--- src/sv/dtf_pkg.sv ---
`timescale 1ns / 1ps
// Shared types, constants and the body character class for the delimited token finder.
// No dependencies; every other file takes its names from here by scope.
package dtf_pkg;

    localparam int unsigned MAX_LEN = 65535;
    localparam int unsigned POS_W   = $clog2(MAX_LEN + 2);
    localparam int unsigned OFS_W   = 16;
    localparam int unsigned BYTE_W  = 8;
    localparam int unsigned MIN_LEN = 4;

    localparam logic [POS_W-1:0] POS_LIMIT = POS_W'(MAX_LEN);
    localparam logic [POS_W-1:0] POS_SAT   = POS_W'(MAX_LEN + 1);
    localparam logic [POS_W-1:0] POS_MIN   = POS_W'(MIN_LEN);

    // Configuration register indexes
    localparam int unsigned CFG_IDX_W = 1;
    localparam logic [CFG_IDX_W-1:0] CFG_OPEN  = 1'b0;
    localparam logic [CFG_IDX_W-1:0] CFG_CLOSE = 1'b1;

    localparam logic [BYTE_W-1:0] OPEN_RST  = 8'h7B;
    localparam logic [BYTE_W-1:0] CLOSE_RST = 8'h7D;

    // Character codes
    localparam logic [BYTE_W-1:0] CH_NUL        = 8'h00;
    localparam logic [BYTE_W-1:0] CH_DOLLAR     = 8'h24;
    localparam logic [BYTE_W-1:0] CH_EQUAL      = 8'h3D;
    localparam logic [BYTE_W-1:0] CH_UNDERSCORE = 8'h5F;
    localparam logic [BYTE_W-1:0] CH_DASH       = 8'h2D;
    localparam logic [BYTE_W-1:0] CH_SLASH      = 8'h2F;
    localparam logic [BYTE_W-1:0] CH_TIMES      = 8'hD7;
    localparam logic [BYTE_W-1:0] CH_DIVIDE     = 8'hF7;

    typedef enum logic [1:0] {
        SCAN_SEARCH,
        SCAN_DOLLAR,
        SCAN_PRE,
        SCAN_POST
    } t_scan_mode;

    typedef struct packed {
        logic [BYTE_W-1:0] open_char;
        logic [BYTE_W-1:0] close_char;
    } t_cfg;

    typedef struct packed {
        logic             found;
        logic [OFS_W-1:0] body_offset;
        logic [OFS_W-1:0] body_length;
        logic             too_long;
    } t_result;

    // Latin-1 alphanumerics plus the few punctuation bytes a body may hold before '='
    function automatic logic body_char_ok(input logic [BYTE_W-1:0] c);
        logic ok;
        ok = (c inside {[8'h30:8'h39], [8'h41:8'h5A], [8'h61:8'h7A], [8'hC0:8'hFF]})
             && (c != CH_TIMES) && (c != CH_DIVIDE);
        return ok || (c == CH_UNDERSCORE) || (c == CH_DASH) || (c == CH_SLASH)
               || (c == CH_EQUAL);
    endfunction

endpackage

--- src/sv/dtf_text_if.sv ---
`timescale 1ns / 1ps
// Input channel of the token finder: one text byte per transfer with a last marker.
// Depends on dtf_pkg for field widths.
interface dtf_text_if;
    logic                       valid;
    logic                       ready;
    logic [dtf_pkg::BYTE_W-1:0] text_byte;
    logic                       is_last;

    modport source (output valid, text_byte, is_last, input ready);
    modport sink   (input valid, text_byte, is_last, output ready);
endinterface

--- src/sv/dtf_result_if.sv ---
`timescale 1ns / 1ps
// Result channel of the token finder: one result per string.
// Depends on dtf_pkg for field widths.
interface dtf_result_if;
    logic                      valid;
    logic                      ready;
    logic                      found;
    logic [dtf_pkg::OFS_W-1:0] body_offset;
    logic [dtf_pkg::OFS_W-1:0] body_length;
    logic                      too_long;

    modport source (output valid, found, body_offset, body_length, too_long, input ready);
    modport sink   (input valid, found, body_offset, body_length, too_long, output ready);
endinterface

--- src/sv/delimited_token_finder_core.sv ---
`timescale 1ns / 1ps
// Top level of the delimited token finder: input register, scanner, result register.
// Depends on dtf_pkg, dtf_text_if, dtf_result_if, dtf_cfg_regs and dtf_scanner.
//
//   channel   direction  transfer                 payload
//   i_text    in         valid & ready            text_byte, is_last
//   o_res     out        valid & ready            found, body_offset, body_length, too_long
//   cfg       in         i_cfg_we (no handshake)  i_cfg_index, i_cfg_data
//
// One byte per cycle sustained while no last byte waits; a byte is scanned while it sits
// in the input register, and a result is loaded as its last byte leaves that register.
// Synchronous active-low reset clears the scan state and both valid flags and
// loads the default delimiters. A pending result is held while o_res.ready is low;
// non-last bytes keep flowing, and a last byte waits only while a result is pending
// and o_res.ready is low.
module delimited_token_finder_core (
    input  logic                          i_clk,
    input  logic                          i_rst_n,
    dtf_text_if.sink                      i_text,
    dtf_result_if.source                  o_res,
    input  logic                          i_cfg_we,
    input  logic [dtf_pkg::CFG_IDX_W-1:0] i_cfg_index,
    input  logic [dtf_pkg::BYTE_W-1:0]    i_cfg_data
);

    dtf_pkg::t_cfg              w_cfg;
    dtf_pkg::t_result           w_result;
    logic                       w_adv;

    logic                       r_in_valid;
    logic [dtf_pkg::BYTE_W-1:0] r_in_byte;
    logic                       r_in_last;
    logic                       r_out_valid;
    dtf_pkg::t_result           r_out;

    dtf_cfg_regs u_cfg (
        .i_clk       (i_clk),
        .i_rst_n     (i_rst_n),
        .i_cfg_we    (i_cfg_we),
        .i_cfg_index (i_cfg_index),
        .i_cfg_data  (i_cfg_data),
        .o_cfg       (w_cfg)
    );

    // Advance the held byte unless it ends a string, the result slot is full and o_res.ready is low
    assign w_adv        = r_in_valid && (!r_in_last || !r_out_valid || o_res.ready);
    assign i_text.ready = !r_in_valid || w_adv;

    always_ff @(posedge i_clk) begin
        if (!i_rst_n) begin
            r_in_valid <= 1'b0;
        end else if (i_text.ready) begin
            r_in_valid <= i_text.valid;
        end
    end

    always_ff @(posedge i_clk) begin
        if (i_text.ready && i_text.valid) begin
            r_in_byte <= i_text.text_byte;
            r_in_last <= i_text.is_last;
        end
    end

    dtf_scanner u_scan (
        .i_clk    (i_clk),
        .i_rst_n  (i_rst_n),
        .i_cfg    (w_cfg),
        .i_adv    (w_adv),
        .i_byte   (r_in_byte),
        .i_last   (r_in_last),
        .o_result (w_result)
    );

    always_ff @(posedge i_clk) begin
        if (!i_rst_n) begin
            r_out_valid <= 1'b0;
        end else if (w_adv && r_in_last) begin
            r_out_valid <= 1'b1;
        end else if (o_res.ready) begin
            r_out_valid <= 1'b0;
        end
    end

    always_ff @(posedge i_clk) begin
        if (w_adv && r_in_last) begin
            r_out <= w_result;
        end
    end

    assign o_res.valid       = r_out_valid;
    assign o_res.found       = r_out.found;
    assign o_res.body_offset = r_out.body_offset;
    assign o_res.body_length = r_out.body_length;
    assign o_res.too_long    = r_out.too_long;

endmodule

--- src/sv/dtf_cfg_regs.sv ---
`timescale 1ns / 1ps
// Open and close delimiter registers behind the plain write port.
// Depends on dtf_pkg.
module dtf_cfg_regs (
    input  logic                          i_clk,
    input  logic                          i_rst_n,
    input  logic                          i_cfg_we,
    input  logic [dtf_pkg::CFG_IDX_W-1:0] i_cfg_index,
    input  logic [dtf_pkg::BYTE_W-1:0]    i_cfg_data,
    output dtf_pkg::t_cfg                 o_cfg
);

    dtf_pkg::t_cfg r_cfg;

    always_ff @(posedge i_clk) begin
        if (!i_rst_n) begin
            r_cfg.open_char  <= dtf_pkg::OPEN_RST;
            r_cfg.close_char <= dtf_pkg::CLOSE_RST;
        end else if (i_cfg_we) begin
            case (i_cfg_index)
                dtf_pkg::CFG_OPEN:  r_cfg.open_char  <= i_cfg_data;
                dtf_pkg::CFG_CLOSE: r_cfg.close_char <= i_cfg_data;
                default: ;
            endcase
        end
    end

    assign o_cfg = r_cfg;

endmodule

--- src/sv/dtf_scanner.sv ---
`timescale 1ns / 1ps
// Per-string scan state: mode, byte counter, candidate start and the first match.
// Depends on dtf_pkg; updated once for every byte that leaves the input register.
module dtf_scanner (
    input  logic                       i_clk,
    input  logic                       i_rst_n,
    input  dtf_pkg::t_cfg              i_cfg,
    input  logic                       i_adv,
    input  logic [dtf_pkg::BYTE_W-1:0] i_byte,
    input  logic                       i_last,
    output dtf_pkg::t_result           o_result
);

    dtf_pkg::t_scan_mode        r_mode, n_mode;
    logic [dtf_pkg::POS_W-1:0]  r_pos, n_pos;
    logic [dtf_pkg::OFS_W-1:0]  r_cand, n_cand;
    logic                       r_found, n_found;
    logic [dtf_pkg::OFS_W-1:0]  r_off, n_off;
    logic [dtf_pkg::OFS_W-1:0]  r_len, n_len;
    logic                       r_ended, n_ended;

    logic                       w_counting;
    logic [dtf_pkg::OFS_W-1:0]  w_pos16;

    assign w_counting = (r_pos < dtf_pkg::POS_LIMIT);
    assign w_pos16    = r_pos[dtf_pkg::OFS_W-1:0];

    // Next state
    always_comb begin
        n_mode  = r_mode;
        n_cand  = r_cand;
        n_found = r_found;
        n_off   = r_off;
        n_len   = r_len;
        n_ended = r_ended;
        n_pos   = w_counting ? r_pos + 1'b1 : dtf_pkg::POS_SAT;
        if (w_counting && !r_ended && !r_found) begin
            if (i_byte == dtf_pkg::CH_NUL) begin
                n_ended = 1'b1;
            end else begin
                case (r_mode)
                    dtf_pkg::SCAN_SEARCH: begin
                        if (i_byte == dtf_pkg::CH_DOLLAR) n_mode = dtf_pkg::SCAN_DOLLAR;
                    end
                    dtf_pkg::SCAN_DOLLAR: begin
                        if (i_byte == i_cfg.open_char) begin
                            n_mode = dtf_pkg::SCAN_PRE;
                            n_cand = w_pos16 + 1'b1;
                        end else if (i_byte != dtf_pkg::CH_DOLLAR) begin
                            n_mode = dtf_pkg::SCAN_SEARCH;
                        end
                    end
                    dtf_pkg::SCAN_PRE, dtf_pkg::SCAN_POST: begin
                        if (i_byte == i_cfg.close_char) begin
                            n_found = 1'b1;
                            n_off   = r_cand;
                            n_len   = w_pos16 - r_cand;
                        end else if (r_mode == dtf_pkg::SCAN_PRE) begin
                            if (i_byte == dtf_pkg::CH_EQUAL) begin
                                n_mode = dtf_pkg::SCAN_POST;
                            end else if (!dtf_pkg::body_char_ok(i_byte)) begin
                                if (i_byte == dtf_pkg::CH_DOLLAR) begin
                                    // '$' as open char: a '$' right after it opens anew
                                    if (w_pos16 == r_cand
                                        && i_cfg.open_char == dtf_pkg::CH_DOLLAR) begin
                                        n_cand = w_pos16 + 1'b1;
                                    end else begin
                                        n_mode = dtf_pkg::SCAN_DOLLAR;
                                    end
                                end else begin
                                    n_mode = dtf_pkg::SCAN_SEARCH;
                                end
                            end
                        end
                    end
                    default: n_mode = dtf_pkg::SCAN_SEARCH;
                endcase
            end
        end
    end

    // Result for a string that ends on this byte
    always_comb begin
        o_result.found       = n_found && (n_pos >= dtf_pkg::POS_MIN);
        o_result.body_offset = o_result.found ? n_off : '0;
        o_result.body_length = o_result.found ? n_len : '0;
        o_result.too_long    = (n_pos > dtf_pkg::POS_LIMIT);
    end

    always_ff @(posedge i_clk) begin
        if (!i_rst_n || (i_adv && i_last)) begin
            r_mode  <= dtf_pkg::SCAN_SEARCH;
            r_pos   <= '0;
            r_cand  <= '0;
            r_found <= 1'b0;
            r_off   <= '0;
            r_len   <= '0;
            r_ended <= 1'b0;
        end else if (i_adv) begin
            r_mode  <= n_mode;
            r_pos   <= n_pos;
            r_cand  <= n_cand;
            r_found <= n_found;
            r_off   <= n_off;
            r_len   <= n_len;
            r_ended <= n_ended;
        end
    end

endmodule

--- src/flat_wrapper.sv ---
// flat-port wrapper written by rule: the top's interface ports become plain ports
module delimited_token_finder_core_flat 
  (i_clk, i_rst_n, i_cfg_we, i_cfg_index, i_cfg_data, i_text_valid, i_text_text_byte, i_text_is_last, i_text_ready, o_res_valid, o_res_found, o_res_body_offset, o_res_body_length, o_res_too_long, o_res_ready);
  dtf_text_if i_text_i ();
  dtf_result_if o_res_i ();
  input  logic i_clk;
  input  logic i_rst_n;
  input  logic i_cfg_we;
  input  logic [dtf_pkg::CFG_IDX_W-1:0] i_cfg_index;
  input  logic [dtf_pkg::BYTE_W-1:0] i_cfg_data;
  input wire logic [$bits(i_text_i.valid)-1:0] i_text_valid;
  input wire logic [$bits(i_text_i.text_byte)-1:0] i_text_text_byte;
  input wire logic [$bits(i_text_i.is_last)-1:0] i_text_is_last;
  output wire logic [$bits(i_text_i.ready)-1:0] i_text_ready;
  output wire logic [$bits(o_res_i.valid)-1:0] o_res_valid;
  output wire logic [$bits(o_res_i.found)-1:0] o_res_found;
  output wire logic [$bits(o_res_i.body_offset)-1:0] o_res_body_offset;
  output wire logic [$bits(o_res_i.body_length)-1:0] o_res_body_length;
  output wire logic [$bits(o_res_i.too_long)-1:0] o_res_too_long;
  input wire logic [$bits(o_res_i.ready)-1:0] o_res_ready;
  assign i_text_i.valid = i_text_valid;
  assign i_text_i.text_byte = i_text_text_byte;
  assign i_text_i.is_last = i_text_is_last;
  assign i_text_ready = i_text_i.ready;
  assign o_res_valid = o_res_i.valid;
  assign o_res_found = o_res_i.found;
  assign o_res_body_offset = o_res_i.body_offset;
  assign o_res_body_length = o_res_i.body_length;
  assign o_res_too_long = o_res_i.too_long;
  assign o_res_i.ready = o_res_ready;
  delimited_token_finder_core u_core (.i_clk(i_clk), .i_rst_n(i_rst_n), .i_text(i_text_i), .o_res(o_res_i), .i_cfg_we(i_cfg_we), .i_cfg_index(i_cfg_index), .i_cfg_data(i_cfg_data));
endmodule
--- config.mk ---
export PLATFORM = sky130hd
export DESIGN_NAME = delimited_token_finder_core_flat
export DESIGN_NICKNAME = d
export VERILOG_FILES = /design/src/sv/dtf_pkg.sv /design/src/sv/dtf_text_if.sv /design/src/sv/dtf_result_if.sv /design/src/sv/delimited_token_finder_core.sv /design/src/sv/dtf_cfg_regs.sv /design/src/sv/dtf_scanner.sv /design/src/flat_wrapper.sv
export SDC_FILE = /design/constraint.sdc
export NUM_CORES = 1
export LEC_CHECK = 0
export CAP_MARGIN = 20
export CORE_MARGIN = 2
export CORE_UTILIZATION = 34
export CTS_BUF_LIST = sky130_fd_sc_hd__clkbuf_16
export DETAILED_ROUTE_END_ITERATION = 10
export DONT_BUFFER_PORTS = 1
export HOLD_SLACK_MARGIN = 0.1
export SYNTH_ARGS = -nofsm -noshare
export SYNTH_HDL_FRONTEND = slang
export SYNTH_SLANG_ARGS = --single-unit
export TNS_END_PERCENT = 30
--- constraint.sdc ---
create_clock -name i_clk -period 4 [get_ports i_clk]
set_input_delay 0.8 -clock i_clk [delete_from_list [all_inputs] [get_ports i_clk]]
set_output_delay 0.8 -clock i_clk [all_outputs]
set_load 0.02 [all_outputs]
# Word-level counts from Yosys, hierarchy flattened
# Cells that the tools add are included.
# classes
eq_ne,26
bitwise,2
order_cmp,11
add_sub_neg,3
muxes,33
reduce_logical,38
# op_table
operator,n
16-bit two-way mux,15
8-bit by 6-bit == test with 1-bit output (second input constant),5
16-bit case mux with 2 select lines,1
2-bit two-way mux,9
17-bit by 1-bit adder with 17-bit output (second input constant),1
17-bit by 3-bit >= comparator with 1-bit output (second input constant),1
17-bit by 16-bit greater-than comparator with 1-bit output (second input constant),1
17-bit by 16-bit less-than comparator with 1-bit output (second input constant),1
17-bit two-way mux,1
16-bit by 1-bit adder with 16-bit output (second input constant),1
16-bit == test,1
8-bit == test,2
8-bit by 7-bit >= comparator with 1-bit output (second input constant),2
8-bit by 7-bit less-or-equal comparator with 1-bit output (second input constant),2
2-bit inequality test (second input constant),8
8-bit inequality test (second input constant),2
16-bit subtractor,1
1-bit logical AND,13
11-bit AND reduction,1
9-bit AND reduction,1
8-bit by 7-bit == test with 1-bit output (second input constant),1
8-bit by 6-bit >= comparator with 1-bit output (second input constant),1
8-bit >= comparator (second input constant),1
8-bit by 6-bit less-or-equal comparator with 1-bit output (second input constant),1
18 further kinds,40
# totals
inputBits,23
ff_bits,130
out_inout_bits,36

# Longest topological paths before layout
# depth
depth_word,14
depth_mapped,10
mapped_depth_nobuf,10

# Cells and area by module
# From an unflattened synthesis, not the netlist that was laid out.
# hier_totals
hier_cells,750
area_unflattened_um2,6562.5
# modules_own_cells
mod,instances,area_each_um2,cells_per_inst
dtf_scanner,1,4486.8,624
delimited_token_finder_core,1,1408.9,55
dtf_cfg_regs,1,666.9,71

# Worst setup path after synthesis
# OpenSTA, ideal clock, no wires.
# synth_path
path_kind,register to register
start,register u_core.u_scan.r_pos[1] in the netlist's numbering
end,"register u_core.r_out, in the netlist u_core.o_res.body_length[13], data pin"
t_arrival_ps,2472
t_required_ps,3744
n_path_buf,1
path_stages_with_launch,10
slack_ps,1272
setup_ps,256
path_cell_list,dfxtp_1 > ha_1 > nand3_1 > nor3_1 > xor2_1 > or4_1 > o21a_1 > o32ai_4 > buf_6 > a21oi_1
# synth_between
elab_chain_cells,5
word_cells_on_any_way,13
# synth_lines
item,line,rtl
from (decl),dtf_scanner.sv:15,"logic [dtf_pkg::POS_W-1:0] r_pos, n_pos;"
from (signal assigned),dtf_scanner.sv:101,r_pos <= n_pos;
"parallel branches: the longest is 5 deep, another holds 17-bit by 1-bit adder with 17-bit output",-,
to (signal assigned),delimited_token_finder_core.sv:86,r_out <= w_result;
to (decl),delimited_token_finder_core.sv:34,dtf_pkg::t_result r_out;
# Several ways; the timed one is not identified.
# A chain may end at the register's enable or synchronous reset.

# Worst setup path in the final report
# layout_path
start,register u_core.u_scan.r_pos[1] in the netlist's numbering
end,"register u_core.r_out, in the netlist u_core.o_res.body_length[1], data pin"
# Same word-level chain as after synthesis.

==> results.txt <==
CP endpoint: u_core.o_res.body_length[1]
Crit path required time: 4.16 ns
Ant. Diodes: 0
Main flop type after synthesis: dfxtp_1
WL per Instance: 15.7 µm
Clk_lat worst skew: 0.43 ns
# hold bufs at CTS: 0
Synthesized flop and latch total: 130
Initial drt markers: 350
CTS resizes: 0
Post-route cell area: 0.00738 mm²
Post-synth EDFFs: 43
Asr flop ratio synth: 0%
Seq/Total Area, Yosys: 45.9%
Via count: 5,308
Synth warn: 0
Cells after Synth: 781
Hpwl dp: 11,100 µm
R2R Path Start: u_core.u_scan.r_pos[1]
Cell Area, Synth: 0.00661 mm²
Status: complete, no violations
Detail Route Antenna Nets: 0
Vias/cell: 5.13
# rows: 50
Unrepaired setup endpoints after global routing: no
First-pass GRT wire length: 26,700 µm
Nets: 803
Layout Skew: 0.00766 ns
Worst slew pin tran: 0.977 ns
Clock tree sinks: 130
Clock slew at reported path FFs: 0.06 ns
Pin count of the biggest net entering global routing: 42
Layout cells sized above 1: 6.32%
Cell variety after synth: 59
Total CTS buffers: 17
Reg-to-reg endpoint: u_core.o_res.body_length[1]
Die W: 143 µm
Post-CTS setup buffer count: 0
Die Y: 143 µm
Area after DPL: 0.00682 mm²
Number of global-route vias before repair: 4,972
Max-slew violation count: 0
Mapped Nets: 821
Initial Util: 35.0%
CP arrival: 3.46 ns
Top Ports: 59
Most frequent cells in the layout: nand2_1 (173), dfxtp_1 (87), a21oi_1 (86)
Routed wire length: 16,200 µm
Final hold violation count: 0
Setup-failing EPs final: 0
Final Cycle Share: 82.5%
DRT Pass-1 Iters: 6
RD Place Congestion: 0.857
Worst hold path type: in -> reg
Drt drc: 0
CP endpoint kind: register
Remaining Overflow, GRT: 0
Commonest non-fill, non-tap cell in the layout: nand2_1
Peak Freq: 0.303 GHz
PD cells: 407 mW/mm²
CTS tree: done
Critical path launch point type: register
Full die area: 0.0206 mm²
Area growth syn-to-layout: 11.7%
Post-route setup TNS: 0 ns
CTS max path bufs: 2
FF-to-FF setup slack: 0.70 ns
Synth Area per Inst: 8.46 µm²
CP Max Fanout: 27
Clock root cell: clkbuf_16
Worst r2r path cells: 9
Peak supply drop: 0.314 mV
Minimum clock period after layout: 3.30 ns
Placeable Area: 0.0189 mm²
Leakage: 2.54 nW
Worst Setup SP: u_core.u_scan.r_pos[1]
Relative slew slack: 34.6%
PortBufs: 0
Total track usage: 16.7%
WS Path Type: reg -> reg
Antenna violations before repair: 0
Htree depth: 4
Max-cap violations: 0
[sequential cells by signal (all words and copies together), names as in the netlist]
name	flops
u_core.o_res.too_long	1
u_core.u_scan.r_off	16
u_core.o_res.body_offset	16
u_core.o_res.valid	1
u_core.u_scan.r_len	16
u_core.u_scan.r_mode	2
u_core.u_scan.r_found	1
u_core.u_cfg.o_cfg	16
u_core.u_scan.r_cand	16
u_core.r_in_valid	1
u_core.u_scan.r_ended	1
u_core.r_in_byte	8
u_core.o_res.found	1
u_core.o_res.body_length	16
u_core.r_in_last	1
u_core.u_scan.r_pos	17
[worst max-delay path, stage by stage (launching register included)]
cell,delay [ns]
dfxtp_1,0.49
ha_1,0.36
nand3_1,0.26
nor3_1,0.30
xor2_1,0.14
or4_1,0.41
o21a_1,0.21
o32ai_4,0.54
buf_12,0.25
a211oi_1,0.07
[metrics by stage]
step	setup WS, ns	std cells	hold slack [ns]	utilization, %	power (mW)
2_1_floorplan	1.27	781	0.432	-	1.53
3_3_place_gp	0.838	1004	0.440	36.1	1.55
3_5_place_dp	0.702	1004	0.443	36.1	1.55
4_1_cts	0.696	1035	0.431	39.1	3.04
5_1_grt	0.429	1035	0.431	39.1	3.11
6_report	0.700	1035	0.448	39.1	3.01
[metal layers]
metal / vias up / track usage (%) / wire (µm)
li1: 2691 / - / -
met4: 0 / 5.52 / 254
met3: 21 / 4.27 / 880
met2: 155 / 25.3 / 7180
met5: - / 0 / 0
met1: 2441 / 23.1 / 7890
[where the power goes]
group          switching [mW]  internal [mW]  total (mW)
Combinational          0.0641         0.0376       0.102
Sequential             0.0361           1.39        1.42
Clock                   0.600          0.882        1.48
Total                   0.700           2.31        3.01
[cells by family after synthesis]
kind of cell               count (synthesis)  share of synthesized area, %
and+or+nand+nor                          346                          24.1
AOI/OAI and AO/OA                        172                          16.1
DFF                                      130                          45.9
buffers and inverters                     74                          4.87
xor gates and xnor gates                  38                          5.04
adders and majority gates                 17                          3.33
muxes                                      4                         0.606
[cell usage after synthesis, drive strengths merged, types with 4 or more instances]
master | number | area share [%]
o21ai | 17 | 1.3
inv | 28 | 1.6
a31oi | 6 | 0.57
nand2b | 4 | 0.38
dfxtp | 87 | 26
and3 | 7 | 0.70
nor3 | 22 | 1.8
mux2i | 4 | 0.61
a22oi | 6 | 0.68
and2 | 8 | 0.78
nand3b | 4 | 0.45
ha | 16 | 3.0
a21boi | 7 | 0.80
nand2 | 174 | 9.9
a21oi | 86 | 6.5
nand3 | 37 | 2.9
and4 | 4 | 0.53
o21a | 6 | 0.68
buf | 7 | 0.91
a211oi | 23 | 2.6
or3 | 5 | 0.47
edfxtp | 43 | 20
a21o | 5 | 0.59
nand4 | 10 | 1.2
nor2 | 54 | 3.1
xnor2 | 29 | 3.8
xor2 | 9 | 1.2
nor2b | 4 | 0.38
clkbuf | 39 | 2.4
nor4 | 4 | 0.38
[worst min path at each step]
| stage | start | to | depth (start not counted) |
|---|---|---|---|
| 4_1_cts | i_rst_n | u_core.u_cfg.o_cfg[2] | 1 |
| 3_5_place_dp | u_core.u_scan.r_len[8] | u_core.u_scan.r_len[8] | 2 |
| 5_1_grt | i_rst_n | u_core.u_cfg.o_cfg[6] | 1 |
| 3_3_place_gp | u_core.u_scan.r_len[8] | u_core.u_scan.r_len[8] | 2 |
| 2_1_floorplan | u_core.u_scan.r_len[3] | u_core.u_scan.r_len[3] | 2 |
| 6_report | i_rst_n | u_core.u_cfg.o_cfg[2] | 1 |
[final cells by class]
cell class,instances,area (µm²)
Fill cell,1913,11500
Multi-Input combinational cell,577,3260
Clock inverter,13,111
Sequential cell,130,3030
Tap cell,260,325
Inverter,28,105
Clock buffer,18,450
Timing Repair Buffer,9,92.6
Note: power is estimated with default switching activity, not from simulation.
